<file path="src/hee_pkg.sv">
`timescale 1ns / 1ps
// Package for the HTML entity escaper: byte codes, the output run type and
// the functions that turn one input byte into its run of output bytes.
// No dependencies.
package hee_pkg;

  // Longest run of output bytes one input byte can cause
  localparam int RUN_MAX   = 8;
  localparam int RUN_LEN_W = $clog2(RUN_MAX + 1);
  localparam int RUN_IDX_W = $clog2(RUN_MAX);

  // Byte codes
  localparam logic [7:0] LEAD_BYTE = 8'hC3;
  localparam logic [7:0] CH_AMP    = 8'h26;
  localparam logic [7:0] CH_LT     = 8'h3C;
  localparam logic [7:0] CH_GT     = 8'h3E;
  localparam logic [7:0] CH_QUOT   = 8'h22;
  localparam logic [7:0] CH_APOS   = 8'h27;
  localparam logic [7:0] FOL_AACUTE = 8'hA1;
  localparam logic [7:0] FOL_EACUTE = 8'hA9;
  localparam logic [7:0] FOL_IACUTE = 8'hAD;
  localparam logic [7:0] FOL_OACUTE = 8'hB3;
  localparam logic [7:0] FOL_UACUTE = 8'hBA;
  localparam logic [7:0] FOL_NTILDE = 8'hB1;
  localparam logic [7:0] FOL_NTILDE_UC = 8'h91;

  // A run of output bytes, first byte in slot 0
  typedef struct packed {
    logic [RUN_MAX-1:0][7:0] bytes;
    logic [RUN_LEN_W-1:0]    len;
  } run_t;

  // Build a run from right-aligned text (first character highest)
  function automatic run_t mk_run(input logic [8*RUN_MAX-1:0] txt,
                                  input logic [RUN_LEN_W-1:0] n);
    run_t r;
    r     = '0;
    r.len = n;
    for (int k = 0; k < RUN_MAX; k++) begin
      if (k < int'(n)) begin
        r.bytes[k] = txt[8*(int'(n)-1-k) +: 8];
      end
    end
    return r;
  endfunction

  // Byte that follows a held lead byte and forms an accented letter
  function automatic logic is_accent(input logic [7:0] b);
    logic hit;
    case (b)
      FOL_AACUTE, FOL_EACUTE, FOL_IACUTE, FOL_OACUTE,
      FOL_UACUTE, FOL_NTILDE, FOL_NTILDE_UC: hit = 1'b1;
      default: hit = 1'b0;
    endcase
    return hit;
  endfunction

  function automatic run_t accent_run(input logic [7:0] b);
    run_t r;
    case (b)
      FOL_AACUTE:    r = mk_run(64'("&aacute;"), RUN_LEN_W'(8));
      FOL_EACUTE:    r = mk_run(64'("&eacute;"), RUN_LEN_W'(8));
      FOL_IACUTE:    r = mk_run(64'("&iacute;"), RUN_LEN_W'(8));
      FOL_OACUTE:    r = mk_run(64'("&oacute;"), RUN_LEN_W'(8));
      FOL_UACUTE:    r = mk_run(64'("&uacute;"), RUN_LEN_W'(8));
      FOL_NTILDE:    r = mk_run(64'("&ntilde;"), RUN_LEN_W'(8));
      FOL_NTILDE_UC: r = mk_run(64'("&Ntilde;"), RUN_LEN_W'(8));
      default:       r = '0;
    endcase
    return r;
  endfunction

  // Lead byte that gets held back rather than emitted
  function automatic logic holds_lead(input logic [7:0] b, input logic last);
    return (b == LEAD_BYTE) && !last;
  endfunction

  // Run for a byte with nothing held
  function automatic run_t plain_run(input logic [7:0] b, input logic last);
    run_t r;
    case (b)
      CH_AMP:  r = mk_run(64'("&amp;"),  RUN_LEN_W'(5));
      CH_LT:   r = mk_run(64'("&lt;"),   RUN_LEN_W'(4));
      CH_GT:   r = mk_run(64'("&gt;"),   RUN_LEN_W'(4));
      CH_QUOT: r = mk_run(64'("&quot;"), RUN_LEN_W'(6));
      CH_APOS: r = mk_run(64'("&#39;"),  RUN_LEN_W'(5));
      default: begin
        if (holds_lead(b, last)) begin
          r = '0;
        end else begin
          r = mk_run({{(8*RUN_MAX-8){1'b0}}, b}, RUN_LEN_W'(1));
        end
      end
    endcase
    return r;
  endfunction

endpackage

</file>
<file path="src/hee_decode.sv">
`timescale 1ns / 1ps
// Byte decoder: turns one input byte into its output run and tracks a
// held 0xC3 lead byte. Depends on hee_pkg.
module hee_decode (
  input  logic          clk,
  input  logic          rst_n,
  input  logic          accept,
  input  logic [7:0]    in_byte,
  input  logic          in_last,
  output hee_pkg::run_t run
);
  import hee_pkg::*;

  logic lead_held_r;
  logic lead_held_nxt;
  run_t plain;

  // Run for the new byte and the next held flag
  always_comb begin
    plain         = plain_run(in_byte, in_last);
    run           = plain;
    lead_held_nxt = holds_lead(in_byte, in_last);
    if (lead_held_r) begin
      if (is_accent(in_byte)) begin
        run           = accent_run(in_byte);
        lead_held_nxt = 1'b0;
      end else begin
        // held lead goes out first, then the byte as usual
        run.bytes = {plain.bytes[RUN_MAX-2:0], LEAD_BYTE};
        run.len   = plain.len + RUN_LEN_W'(1);
      end
    end
  end

  always_ff @(posedge clk) begin
    if (!rst_n) begin
      lead_held_r <= 1'b0;
    end else if (accept) begin
      lead_held_r <= lead_held_nxt;
    end
  end

endmodule

</file>
<file path="src/hee_emit.sv">
`timescale 1ns / 1ps
// Run emitter: holds one decoded run and sends it a byte per transaction
// through an output register. Depends on hee_pkg.
module hee_emit (
  input  logic          clk,
  input  logic          rst_n,
  input  logic          load,
  input  hee_pkg::run_t run_in,
  output logic          can_load,
  output logic          out_tvalid,
  input  logic          out_tready,
  output logic [7:0]    out_tdata,
  output logic          out_tlast
);
  import hee_pkg::*;

  logic [RUN_MAX-1:0][7:0] bytes_r;
  logic [RUN_LEN_W-1:0]    rem_r;
  logic [RUN_IDX_W-1:0]    pos_r;
  logic                    valid_r;
  logic [7:0]              byte_r;
  logic                    last_r;
  logic                    out_load;

  // Next byte moves to the output register when it is empty or being taken
  assign out_load = (rem_r != '0) && (!valid_r || out_tready);
  // A new run may enter once the current one has handed over its last byte
  assign can_load = (rem_r == '0) || ((rem_r == RUN_LEN_W'(1)) && out_load);

  // Run buffer
  always_ff @(posedge clk) begin
    if (!rst_n) begin
      rem_r <= '0;
      pos_r <= '0;
    end else if (load) begin
      bytes_r <= run_in.bytes;
      rem_r   <= run_in.len;
      pos_r   <= '0;
    end else if (out_load) begin
      rem_r <= rem_r - RUN_LEN_W'(1);
      pos_r <= pos_r + RUN_IDX_W'(1);
    end
  end

  // Output register
  always_ff @(posedge clk) begin
    if (!rst_n) begin
      valid_r <= 1'b0;
    end else if (out_load) begin
      valid_r <= 1'b1;
      byte_r  <= bytes_r[pos_r];
      last_r  <= (rem_r == RUN_LEN_W'(1));
    end else if (out_tready) begin
      valid_r <= 1'b0;
    end
  end

  assign out_tvalid = valid_r;
  assign out_tdata  = byte_r;
  assign out_tlast  = last_r;

endmodule

</file>
<file path="src/html_entity_escape.sv">
`timescale 1ns / 1ps
// Top level of the HTML entity escaper: byte decoder and run emitter.
// Depends on hee_pkg, hee_decode and hee_emit.
//
// Escapes a byte stream for HTML: & < > " ' become &amp; &lt; &gt; &quot;
// &#39;, and a 0xC3 lead byte followed by A1 A9 AD B3 BA B1 or 91 becomes
// the matching accented-letter entity (&aacute; ... &Ntilde;). A 0xC3 is
// held back until its follower arrives, or sent alone when in_tlast marks
// it as the end of the text. Each input transaction yields a run of 0 to 8
// output bytes, the last one flagged by out_tlast. An input byte holds the
// single run buffer until its last byte has gone to the output register,
// so plain text flows at one byte per cycle while the receiver is ready and
// an entity holds off input while its bytes go out; a held lead byte yields
// no output. The first output byte passes the run buffer, then the output
// register, which lets a new input enter while a byte waits.
module html_entity_escape (
  input  logic       clk,
  input  logic       rst_n,
  input  logic       in_tvalid,
  output logic       in_tready,
  input  logic [7:0] in_tdata,   // [7:0] in_byte
  input  logic       in_tlast,   // end_of_text
  output logic       out_tvalid,
  input  logic       out_tready,
  output logic [7:0] out_tdata,  // [7:0] out_byte
  output logic       out_tlast   // run_last
);
  import hee_pkg::*;

  logic accept;
  run_t run;

  assign accept = in_tvalid && in_tready;

  // Decode the incoming byte into a run
  hee_decode u_decode (
    .clk     (clk),
    .rst_n   (rst_n),
    .accept  (accept),
    .in_byte (in_tdata),
    .in_last (in_tlast),
    .run     (run)
  );

  // Send the run out a byte at a time
  hee_emit u_emit (
    .clk        (clk),
    .rst_n      (rst_n),
    .load       (accept),
    .run_in     (run),
    .can_load   (in_tready),
    .out_tvalid (out_tvalid),
    .out_tready (out_tready),
    .out_tdata  (out_tdata),
    .out_tlast  (out_tlast)
  );

endmodule

</file>
<file path="config.mk">
export PLATFORM = sky130hd
export DESIGN_NAME = html_entity_escape
export DESIGN_NICKNAME = d
export VERILOG_FILES = /design/src/hee_pkg.sv /design/src/hee_decode.sv /design/src/hee_emit.sv /design/src/html_entity_escape.sv
export SDC_FILE = /design/constraint.sdc
export NUM_CORES = 1
export LEC_CHECK = 0
export ABC_AREA = 0
export BUFFER_PORTS_ARGS = -buffer_cell sky130_fd_sc_hd__buf_2
export CAP_MARGIN = 15
export CORE_UTILIZATION = 53
export DETAILED_ROUTE_END_ITERATION = 12
export GPL_ROUTABILITY_DRIVEN = 1
export PLACE_DENSITY = 0.71
export SLEW_MARGIN = 20
export SYNTH_ARGS = -nofsm -noshare
export SYNTH_HDL_FRONTEND = slang
export SYNTH_SLANG_ARGS = --single-unit
</file>
<file path="constraint.sdc">
create_clock -name clk -period 3.3 [get_ports clk]
set_input_delay 0.165 -clock clk [delete_from_list [all_inputs] [get_ports clk]]
set_output_delay 0.165 -clock clk [all_outputs]
set_load 0.02 [all_outputs]
</file>
==> results of run 1 <==
==> synth_stat cells, drive strengths merged, types with 2 or more instances <==
| master | count |
|---|---|
| and3 | 6 |
| and2 | 9 |
| ha | 4 |
| and4bb | 2 |
| a21o | 5 |
| o211ai | 2 |
| a21boi | 2 |
| nor3 | 9 |
| nor2 | 27 |
| or4b | 2 |
| o22a | 3 |
| a31oi | 2 |
| nor3b | 4 |
| clkbuf | 9 |
| o311a | 2 |
| or2 | 3 |
| edfxtp | 51 |
| mux2i | 6 |
| a21oi | 23 |
| mux4 | 8 |
| nor4b | 2 |
| a31o | 2 |
| nand2b | 5 |
| mux2 | 3 |
| buf | 9 |
| o21ai | 19 |
| nor2b | 6 |
| xnor2 | 5 |
| nand3 | 6 |
| inv | 7 |
| xor2 | 2 |
| nand4 | 3 |
| nand2 | 20 |
| dfxtp | 9 |
| o22ai | 3 |
| and4b | 2 |
==> metrics by stage <==
step                      area, um^2  total power, mW
after floorplan                 3360             1.64
after global placement          3500             1.80
after detailed placement        3500             1.81
after CTS                       3660             2.36
after global routing            3660             2.48
final                           3660             2.34
==> cell type report <==
| class | count | area share, % |
|---|---|---|
| clock buffers | 10 | 3.49 |
| clock inverters | 5 | 0.821 |
| inverters | 7 | 0.719 |
| multi-input cells | 212 | 41.8 |
| flip-flops and latches | 60 | 46.8 |
| well taps | 75 | 2.57 |
| repair buffers | 26 | 3.76 |
==> metal layers <==
| layer | GRT usage, % | share of wire [%] | vias to the layer above |
|---|---|---|---|
| li1 | - | - | 1164 |
| met1 | 32.4 | 46 | 1148 |
| met2 | 36.4 | 47 | 83 |
| met3 | 5.44 | 4.8 | 15 |
| met4 | 12.6 | 2.0 | 0 |
| met5 | 0 | 0 | - |
==> worst max-delay path, cell delays in order (launching register included) <==
cell and delay (ns):
sky130_fd_sc_hd__dfxtp_1 0.33, sky130_fd_sc_hd__inv_1 0.09, sky130_fd_sc_hd__ha_1 0.21, sky130_fd_sc_hd__a21oi_1 0.09
sky130_fd_sc_hd__nor2_1 0.30, sky130_fd_sc_hd__and2_1 0.17, sky130_fd_sc_hd__buf_4 0.43
==> cell families after synthesis <==
logic type      after synthesis
flops                        60
compound gates               72
xor+xnor                      7
simple gates                112
buf+inv                      25
mux                          17
fa+ha+maj                     4
==> state kept, by name, summed over array words and instances, names as in the netlist <==
signal,cells
u_emit.out_tvalid,1
u_decode.lead_held_r,1
u_emit.pos_r,3
u_emit.out_tdata,8
u_emit.out_tlast,1
u_emit.bytes_r,42
u_emit.rem_r,4
==> path summary, 6_finish.rpt <==
| check | end | startpoint | slack (ns) |
|---|---|---|---|
| worst min register to register | u_emit.out_tvalid | u_emit.rem_r[2] | 0.61 |
| worst max-delay path | u_emit.bytes_r[17] | u_emit.rem_r[0] | 1.28 |
| worst min-delay path | u_emit.out_tvalid | rst_n | 0.13 |
| worst max register to register | u_emit.bytes_r[17] | u_emit.rem_r[0] | 1.28 |
==> power by group <==
group / total, mW / internal, mW / leakage, nW / switching [mW]
Combinational: 0.699 / 0.297 / 0.721 / 0.402
Clock: 0.546 / 0.264 / 0.0779 / 0.282
Sequential: 1.09 / 1.02 / 0.554 / 0.0753
==> reports/summary.md, run 1 <==
For this run, the top clock speed supported by timing is 0.494 GHz. The number of gates resized after CTS was 0. Headroom to the max-slew limit came out at 51.1%. Entering global routing, the biggest net connects 43 pins. For this design the top-level I/O count stands at 24. TritonCTS built the clock tree. The filler cells instantiated in the layout total 509. The library cell used most frequently in the layout, excluding fill and tap cells, is sky130_fd_sc_hd__edfxtp_1. The first routing iteration left 186 violations.

The logs give 0 for the max-capacitance violation count and 0.504 mV for the maximum vdd drop. The finished layout holds 395 standard cells, fillers aside. Counting every sink on the clock net gives 60. The run gives 3360 um^2 as the post-synthesis cell area. The top cell type's share of synthesized area was 45.6%; the total number of vias was 2,410. After synthesis, the largest family of logic cells by area is simple AND/OR/NAND/NOR gates. Dividing the detail-routed wire length by the instance count gives 18.2 um. Setup repair after global routing left no endpoint under its margin. Detailed placement finished with a half-perimeter wire length of 5060 um. Cell taking the most area after synthesis: sky130_fd_sc_hd__edfxtp_1. The die is 81.6 um tall. The clock slew at the register clock pins of the worst setup and hold paths is 0.07 ns, and the average cell area after synthesis is 11.3 um^2. Element type at the critical path start: a flip-flop.

The setup slack of the critical path after layout came out at 1.28 ns. The path class of the tightest hold or removal check is input port to flip-flop. Maximum buffer depth of the clock tree: 2.

After detailed routing, the number of remaining DRC violations is 0. By startpoint and endpoint, the worst setup path is classified as flip-flop to flip-flop. The distinct cell type count of the synthesized netlist was 64; the H-tree depth was 3. Synthesis inferred 60 register bits. The share of synthesized flip-flops with an asynchronous set or reset is 0%, and the cell total after placement is 380. The initialized floorplan defines 28 standard-cell rows. Of the cells placed in the final design, the portion with a size suffix greater than 1 is 22.2%. After floorplanning, the core was sized to cover 6030 um^2. The area of the die came out at 6650 um^2. The post-detailed-route via-to-cell ratio came out at 6.10.

Data on the critical path is required at its endpoint by 3.27 ns. The logs give 9 for the number of buffers created by CTS and 1.99 ns for the data arrival at the endpoint of the critical path. The pre-CTS setup slack was 1.04 ns; the max-slew violation count was 0.

The number of cells traversed by the worst register-to-register path works out to 6. For this run, the detailed router's first-pass iteration total came to 5. The run finished with clean final reports. The run gives 0 as the count of antenna-violating nets left after detailed routing. During placement, the flow inserted port buffers numbering 23. The logs give 51.0% for the register area share after synthesis and 24.1% for the total global-route track usage. Relative to the synthesized area, the layout overhead comes to 8.95%. For this run, the number of Yosys warnings is 0. Between clock sinks in the finished design, the worst skew comes to 0.00912 ns. Aggregate negative setup slack: 0 ns. The analysis attributes to cell leakage a power of 1.35 nW. The routed design could run at a clock period as short as 2.02 ns. After clock tree synthesis, the flow added hold-fix buffers numbering 0. The tools report the global-route wire length before repair as 11,500 um. The run gives 0 as the antenna diode count. For the final setup violation count, the log shows 0.

Dividing the final minimum period by the clock period gives 61.3%. The number of enable-type register cells in the synthesized netlist works out to 51. Of the total synthesized cell area, the portion taken by XOR and XNOR cells is 1.83%. Post-CTS timing repair inserted 0 buffers for setup. The floorplan step set the die width to 81.6 um. The effective utilization at floorplan was 55.7%; the multiplexer fraction of the synthesized cell area was 8.17%.

The later-pin clock latency in the skew report was 0.34 ns. In the layout the commonest cells are sky130_fd_sc_hd__edfxtp_1, sky130_fd_sc_hd__nor2_1, sky130_fd_sc_hd__buf_2. The post-synthesis net count was 314; the area of all sequential standard cells was 1710 um^2. The number of global-route vias before repair came out at 2,275. Adder and majority gate portion of the synthesized area: 1.49%. After detailed routing, the total wire length is 7180 um.

By area the synthesized netlist is led by sky130_fd_sc_hd__edfxtp_1, sky130_fd_sc_hd__dfxtp_1, sky130_fd_sc_hd__mux4_2. In the synthesized netlist, the number of instances is 297. The transition time of the tightest slew-check pin was 0.732 ns.

The final layout contains 333 nets. CTS placed an instance of sky130_fd_sc_hd__clkbuf_8 at the clock tree root. Summing the areas of all compound-gate instances in the mapped netlist gives 14.2% of the synthesized area. The hold path depth was 2; the share of the core filled with cells in the final layout was 60.7%. The number of endpoints with negative hold slack in the final report is 0, and the placer's final routability congestion estimate is 0.918. In this run the power density over the cells is 639 nW/um^2. The tightest hold path in the finished design has a slack of 0.133 ns. The share of synthesized cell area in and, or, nand and nor gates is 19.9%, and the peak fanout along the critical path is 42. For this run, the leading register cell type out of synthesis is sky130_fd_sc_hd__edfxtp_1. STA classifies the critical path endpoint as a flip-flop. The logs give 0 for the number of antenna violations at the first check in global routing and 0 for the global-route congestion overflow total.

Total area of multi-input combinational cells: 1530 um^2.
Power figures use the tool's default switching activity.
==> run 2: changes to the inputs <==
Clock period 3.3 ns to 1.9 ns, I/O delays scaled along.
==> run 2 against run 1 <==
Against the previous run:
- non-clock buffer count up 26
- hold slack worse by 0.061 ns
- sequential cell count unchanged
- total power up 87%
- global-route usage up 0.38 points
- maximum frequency up 13%
- sequential share of layout area down 3.5 points
- wire length up 1.7%
- register-to-register slack worse by 1.2 ns
==> reports/summary.md, run 2 (same netlist as run 1, synthesis figures left out) <==
I/O pin total: 24 (unchanged). The minimum clock period is 1.79 ns (-0.230 ns), and the global-route wire length before repair is 11,900 um (+3.3%). The run gives 4 (-1) as the number of detailed-route iterations in the first pass.

The clock network fraction of design power was 25.6% (+2.3 points). The tightest min-delay check is of the input port to flip-flop type. The tools report the antenna diode count as 0 (unchanged).

The transition time of the tightest slew-check pin is 0.494 ns (-0.238 ns), and the aggregate negative setup slack is 0 ns (unchanged). The flow ran to the end, and the final reports show no timing, DRC or antenna violations. For the net switching power figure, the log shows 1.38 mW (+81%).

The layout net count is 359 (+7.8%). The clock slew at the register clock pins of the worst setup and hold paths is 0.07 ns (about the same). The post-detailed-route via-to-cell ratio is 5.90 (-3.4%), and the cell-internal power is 3.01 mW (+90%). The maximum buffer depth of the clock tree was 2 (unchanged); the count of standard-cell rows was 28 (unchanged). The flip-flop count of the largest register after layout works out to 42 (unchanged).

TritonCTS built the clock tree. The tools report the element type at the critical path start as a flip-flop. The clock sink count is 60 (unchanged), and the total global-route track usage is 24.5% (+0.38 points).

The kind of end point of the critical path was a flip-flop. Largest net degree at the start of global routing: 26 (-40%). For this design, the slowest cell found on the critical path is sky130_fd_sc_hd__or3b_2. The leading cell type in the layout, fill and taps excluded was sky130_fd_sc_hd__edfxtp_1.

Relative max-transition margin: 67.0% (+16 points). The number of endpoints with negative hold slack in the final report was 0 (unchanged). Setup repair after global routing left no endpoint under its margin.

The max-slew violation count was 0 (unchanged). The final setup violation count is 0 (unchanged), and the final cycle utilization of the critical path is 94.4% (+33 points). The run gives 0 (unchanged) as the count of antenna-violating nets left after detailed routing. The effective utilization at floorplan was 55.7% (unchanged); the first-iteration detailed-routing DRC count was 203 (+9.1%).

The data arrival at the endpoint of the critical path was 2.02 ns (+0.03 ns); the number of buffer cells added on primary ports was 23 (unchanged). The required time at the worst-slack endpoint was 2.12 ns (-1.15 ns); the die width was 81.6 um (unchanged). The detailed placement HPWL is 5450 um (+7.7%), and the detailed-route DRC error count is 0 (unchanged).

The number of global-route vias before repair was 2,435 (+7.0%); the fraction of final layout cells sized beyond drive strength 1 was 29.1% (+6.9 points). The vertical die dimension is 81.6 um (unchanged), and the layout overhead on the synthesized area is 17.8%. The run gives 1.52 nW (+12%) as the leakage power of the design. H-tree depth: 3 (unchanged).

Maximum achievable frequency: 0.558 GHz (+13%). The tools report the later-pin clock latency in the skew report as 0.33 ns (about the same). Traced cell by cell, the critical path runs through inv_1 > ha_1 > or3b_2 > and2_4 > nor2_1 > a21oi_1 > o221a_2. The area of the core is 6030 um^2 (unchanged). In the layout the commonest cells are sky130_fd_sc_hd__edfxtp_1, sky130_fd_sc_hd__nor2_1, sky130_fd_sc_hd__buf_4. The sequential share of power is 42.6% (-4.2 points), and the average wire length per cell after detail routing is 17.3 um (-4.8%).

Kind of critical path: flip-flop to flip-flop. The total wire length was 7310 um (+1.7%); the maximum cell stage delay along the critical path was 0.48 ns (+0.05 ns). The max-capacitance violation count is 0 (unchanged), and the placer's final routability congestion estimate is 0.884 (-3.8%).

The tools report the total number of vias as 2,488 (+3.2%). The logs give 65.6% (+4.9 points) for the share of the core filled with cells in the final layout and 9 (unchanged) for the number of buffers created by CTS. Peak fanout along the critical path: 7 (-83%). The area of the die is 6650 um^2 (unchanged), and the largest clock skew in the final design is 0.00735 ns (-0.00177 ns). The power per unit of standard cell area came out at 1110 nW/um^2 (+73%).

Register bank with the most flops: u_emit.bytes_r. The tools report the global-route congestion overflow total as 0 (unchanged). For the maximum vdd drop, the log shows 0.933 mV (+85%).

The proportion of power drawn by combinational gates was 31.8% (+1.9 points); the switching part of the total power was 31.4% (-1.1 points). The tree is rooted in a sky130_fd_sc_hd__clkbuf_8. The run gives 0 (unchanged) as the number of antenna violations at the first check in global routing.
-- run 2: cell count changes in the layout (fill, tap and decap cells not counted) --
cell and change:
sky130_fd_sc_hd__clkinvlp_4 -1, sky130_fd_sc_hd__or4b_4 +1, sky130_fd_sc_hd__buf_12 +4, sky130_fd_sc_hd__or4b_1 -1
sky130_fd_sc_hd__buf_4 +22, sky130_fd_sc_hd__clkinv_2 -1, sky130_fd_sc_hd__bufinv_16 +1, sky130_fd_sc_hd__clkinv_4 +2
sky130_fd_sc_hd__and2_1 -2, sky130_fd_sc_hd__a21oi_4 +1, sky130_fd_sc_hd__and2_4 +2, sky130_fd_sc_hd__a21oi_2 -1
-- run 2: layout make-up --
cell class / count / area (um^2)
clock inverter: 6 / 65.1
tap: 75 / 93.8
inverter: 7 / 26.3
timing repair buffer: 52 / 383
multi-input combinational: 212 / 1550
fill: 476 / 2070
sequential: 60 / 1710
clock buffer: 10 / 128
-- run 2: metal layers --
layer / global-route usage [%] / vias up / share of wire [%]
met1: 31.5 / 1189 / 46
li1: - / 1211 / -
met2: 40.4 / 78 / 49
met4: 11.2 / 0 / 1.3
met3: 4.11 / 10 / 4.2
met5: 0 / - / 0
-- run 2: final timing paths --
kind	startpoint	slack, ns	cells after the start	end
setup reg to reg	u_emit.rem_r[0]	0.11	7	u_emit.rem_r[1]
hold reg to reg	u_emit.rem_r[2]	0.64	1	u_emit.out_tvalid
setup / recovery	u_emit.rem_r[0]	0.11	7	u_emit.rem_r[1]
hold / removal	rst_n	0.07	2	u_emit.out_tvalid
-- run 2: timing repair --
action / 4_1_cts / 5_1_grt
cloned: 0 / 0
gates resized for setup: 1 / 1
setup endpoints to repair: 1 / 1
hold buffers: 0 / 0
setup buffers: 0 / 0
pin swaps: 0 / 0
-- run 2: per-stage QoR --
step | hold WS, ns | instance area, um^2 | worst slack [ns] | instances | power, mW
2_1_floorplan | 0.217 | 3370 | 0.0314 | 297 | 2.84
3_3_place_gp | 0.416 | 3760 | 0.0711 | 406 | 3.23
3_5_place_dp | 0.414 | 3760 | 0.0134 | 406 | 3.28
4_1_cts | 0.0538 | 3950 | 0.0288 | 422 | 4.40
5_1_grt | 0.0728 | 3950 | 0.0277 | 422 | 4.61
6_report | 0.0716 | 3950 | 0.107 | 422 | 4.38
-- run 2: critical path, delay by kind of cell, from the launching register on --
kind	cells	cell delay, ns
compound gates	2	0.31
fa+ha+maj	1	0.17
buf+inv	1	0.09
flops	1	0.33
simple gates	3	0.79
-- run 2: power by group through the flow --
stage	logic, mW	clock network (mW)	registers, mW
after floorplan	0.875	0	1.97
after global routing	1.53	1.19	1.90
final	1.39	1.12	1.87
after detailed placement	1.38	0	1.90
after CTS	1.40	1.14	1.87
after global placement	1.35	0	1.88
==> run 3: changes to the inputs <==
Settings changed: CORE_UTILIZATION 53 to 40, PLACE_DENSITY 0.71 to unset.
Clock period 1.9 ns to 1.5 ns, I/O delays scaled along.
==> run 3 against run 2 <==
Against the previous run:
- the run now ends with negative setup slack left
- final area grew 13%
- critical path depth is the same
- clock skew grew 0.00094 ns
- maximum frequency grew 12%
- largest cell class is now multi-input gates
- highest routed layer unchanged
==> reports/summary.md, run 3 (same netlist as run 1, synthesis figures left out) <==
Class of the worst hold path: input port to flip-flop. The global-route congestion overflow total was 0 (unchanged); the final cycle utilization of the critical path was 107% (+12 points). The max-slew violation count was 0 (unchanged); the first-iteration detailed-routing DRC count was 130 (-36%).

Counting flops per register, the top entry is u_emit.bytes_r. The number of buffer cells added on primary ports came out at 23 (unchanged). The minimum clock period came out at 1.60 ns (-0.193 ns). The number of antenna violations at the first check in global routing was 0 (unchanged). Element type at the critical path start: a flip-flop. The later-pin clock latency in the skew report was 0.33 ns (about the same); the power after layout was 6.03 mW (+37%).

The post-placement cell area came out at 4160 um^2 (+11%). Fraction of final layout cells sized beyond drive strength 1: 45.2% (+16 points). The run gives 33 (+18%) as the count of standard-cell rows. The antenna diode count is 0 (unchanged). The tools report the clock sink count as 60 (unchanged). Data arrival at the endpoint of the critical path: 1.82 ns (-0.20 ns). The logs give 499 (+18%) for the final cell count without fillers and 24 (unchanged) for the I/O pin total. The die width is 93.6 um (+15%), and the area of the core is 8180 um^2 (+36%). The count of antenna-violating nets left after detailed routing was 0 (unchanged). The critical path in this run is classified as flip-flop to flip-flop. The cell total after placement came out at 475 (+17%). The relative max-transition margin is 77.9% (+11 points).

The worst setup path is captured at a flip-flop. Leaving out fill and tap cells, the most frequent cell in the layout is sky130_fd_sc_hd__buf_4. The H-tree depth is 3 (unchanged), and the largest clock skew in the final design is 0.00829 ns (+0.000940 ns). The fill cell instance count of the final layout was 734 (+54%).

The number of buffers created by CTS is 9 (unchanged), and the effective utilization at floorplan is 41.0% (-15 points). For the detailed-route DRC error count, the log shows 0 (unchanged). The clock root buffer master was sky130_fd_sc_hd__clkbuf_8. For the maximum buffer depth of the clock tree, the log shows 2 (unchanged). The post-detailed-route via-to-cell ratio was 5.43 (-7.9%); the post-cts hold buffer count was 0 (unchanged).

The top cell types in the final layout, fill and taps aside, are sky130_fd_sc_hd__buf_4, sky130_fd_sc_hd__edfxtp_1, sky130_fd_sc_hd__buf_2. The peak fanout along the critical path was 4 (-3); the vertical die dimension was 93.6 um (+15%). For the required time at the worst-slack endpoint, the log shows 1.72 ns (-0.40 ns). The pre-CTS setup slack is -0.324 ns (-0.337 ns), and the clock slew at the register clock pins of the worst setup and hold paths is 0.06 ns (about the same). Layout net count: 407 (+13%).

The run gives 0 (unchanged) as the max-capacitance violation count. The maximum achievable frequency was 0.625 GHz (+12%); the leakage power of the design was 1.75 nW (+15%). The area of the die came out at 8760 um^2 (+32%). The checks that failed: negative setup slack. The transition time of the tightest slew-check pin was 0.329 ns (-0.165 ns).

Compared with the post-synthesis result, the final layout area differs by 33.2%. TritonCTS built the clock tree. For the largest net degree at the start of global routing, the log shows 26 (unchanged). Number of global-route vias before repair: 2,605 (+7.0%).

The maximum vdd drop was 0.868 mV (-7.0%). The setup slack of the critical path after layout was -0.100 ns (-0.207 ns). The final cell area excluding filler cells is 4470 um^2 (+13%), and the global-route wire length before repair is 13,500 um (+14%). The power per unit of standard cell area was 1350 nW/um^2 (+22%). The placer's final routability congestion estimate is 0.914 (+3.5%), and the detailed placement HPWL is 6070 um (+11%). Flip-flop count of the largest register after layout: 42 (unchanged). The average wire length per cell after detail routing came out at 17.2 um (-0.90%). The number of detailed-route iterations in the first pass came out at 4 (unchanged). The run gives 8560 um (+17%) as the total wire length. The final setup violation count was 17 (+17); the number of endpoints with negative hold slack in the final report was 0 (unchanged). The total number of vias was 2,711 (+9.0%).

The tools report the total global-route track usage as 21.0% (-3.5 points). Setup repair after global routing could not meet its margin everywhere. The run finished, with violations left.
-- run 3: cell types whose count changed in the layout (fill, tap and decap cells not counted), sizes merged --
cell and change:
clkinvlp +1, clkbuf -1, bufinv -1, buf +43, and2 +5
-- run 3: worst paths after layout --
| kind | start | endpoint | slack, ns | depth (start not counted) |
|---|---|---|---|---|
| min | rst_n | u_emit.out_tvalid | 0.13 | 2 |
| max reg2reg | u_emit.rem_r[0] | u_emit.rem_r[1] | -0.10 | 7 |
| min reg2reg | u_emit.pos_r[2] | u_emit.pos_r[2] | 0.61 | 2 |
| max | u_emit.rem_r[0] | u_emit.rem_r[1] | -0.10 | 7 |
-- run 3: stage by stage --
stage | hold WS, ns | utilization [%] | setup TNS (ns)
finish | 0.125 | 54.7 | -0.418
global route | 0.127 | 54.7 | -1.77
CTS | 0.0930 | 53.9 | -0.525
detailed placement | 0.400 | 50.9 | -17.60
global placement | 0.397 | 50.9 | -15.79
floorplan | 0.195 | - | -1.24
-- run 3: layout make-up --
cell class	count	area (um^2)	share of cell area [%]
multi-input combinational	217	1740	38.8
sequential	60	1720	38.4
timing repair buffer	95	702	15.7
tap	105	131	2.94
clock buffer	9	124	2.77
clock inverter	6	32.5	0.728
inverter	7	28.8	0.644
-- run 3: report_power, final --
group	total (mW)	internal (mW)	leakage (nW)	switching (mW)
clock	1.19	0.571	0.0760	0.618
sequential	2.37	2.25	0.555	0.124
combinational	2.47	1.23	1.12	1.24
total	6.03	4.05	1.75	1.98
-- run 3: routing by layer --
metal	wire length (um)	vias up	part of all wire, %	GRT usage [%]
met5	0	-	0	0
met4	80	0	0.93	6.28
met3	399	6	4.7	4.39
met2	4240	66	50	34.9
met1	3840	1323	45	27.6
li1	-	1316	-	-
-- run 3: repair_timing --
item / in CTS / in global routing
resized for setup: 16 / 15
pin swaps: 2 / 7
cloned: 3 / 2
buffers inserted: 3 / 1
endpoints found under the setup margin: 65 / 45
-- run 3: critical path, stage by stage, from the launching register on --
cell and delay, ns:
sky130_fd_sc_hd__dfxtp_2 0.33, sky130_fd_sc_hd__inv_2 0.08, sky130_fd_sc_hd__ha_4 0.14, sky130_fd_sc_hd__or3b_4 0.38
sky130_fd_sc_hd__and2_4 0.19, sky130_fd_sc_hd__nor2_4 0.09, sky130_fd_sc_hd__a21oi_2 0.05, sky130_fd_sc_hd__o221a_4 0.25
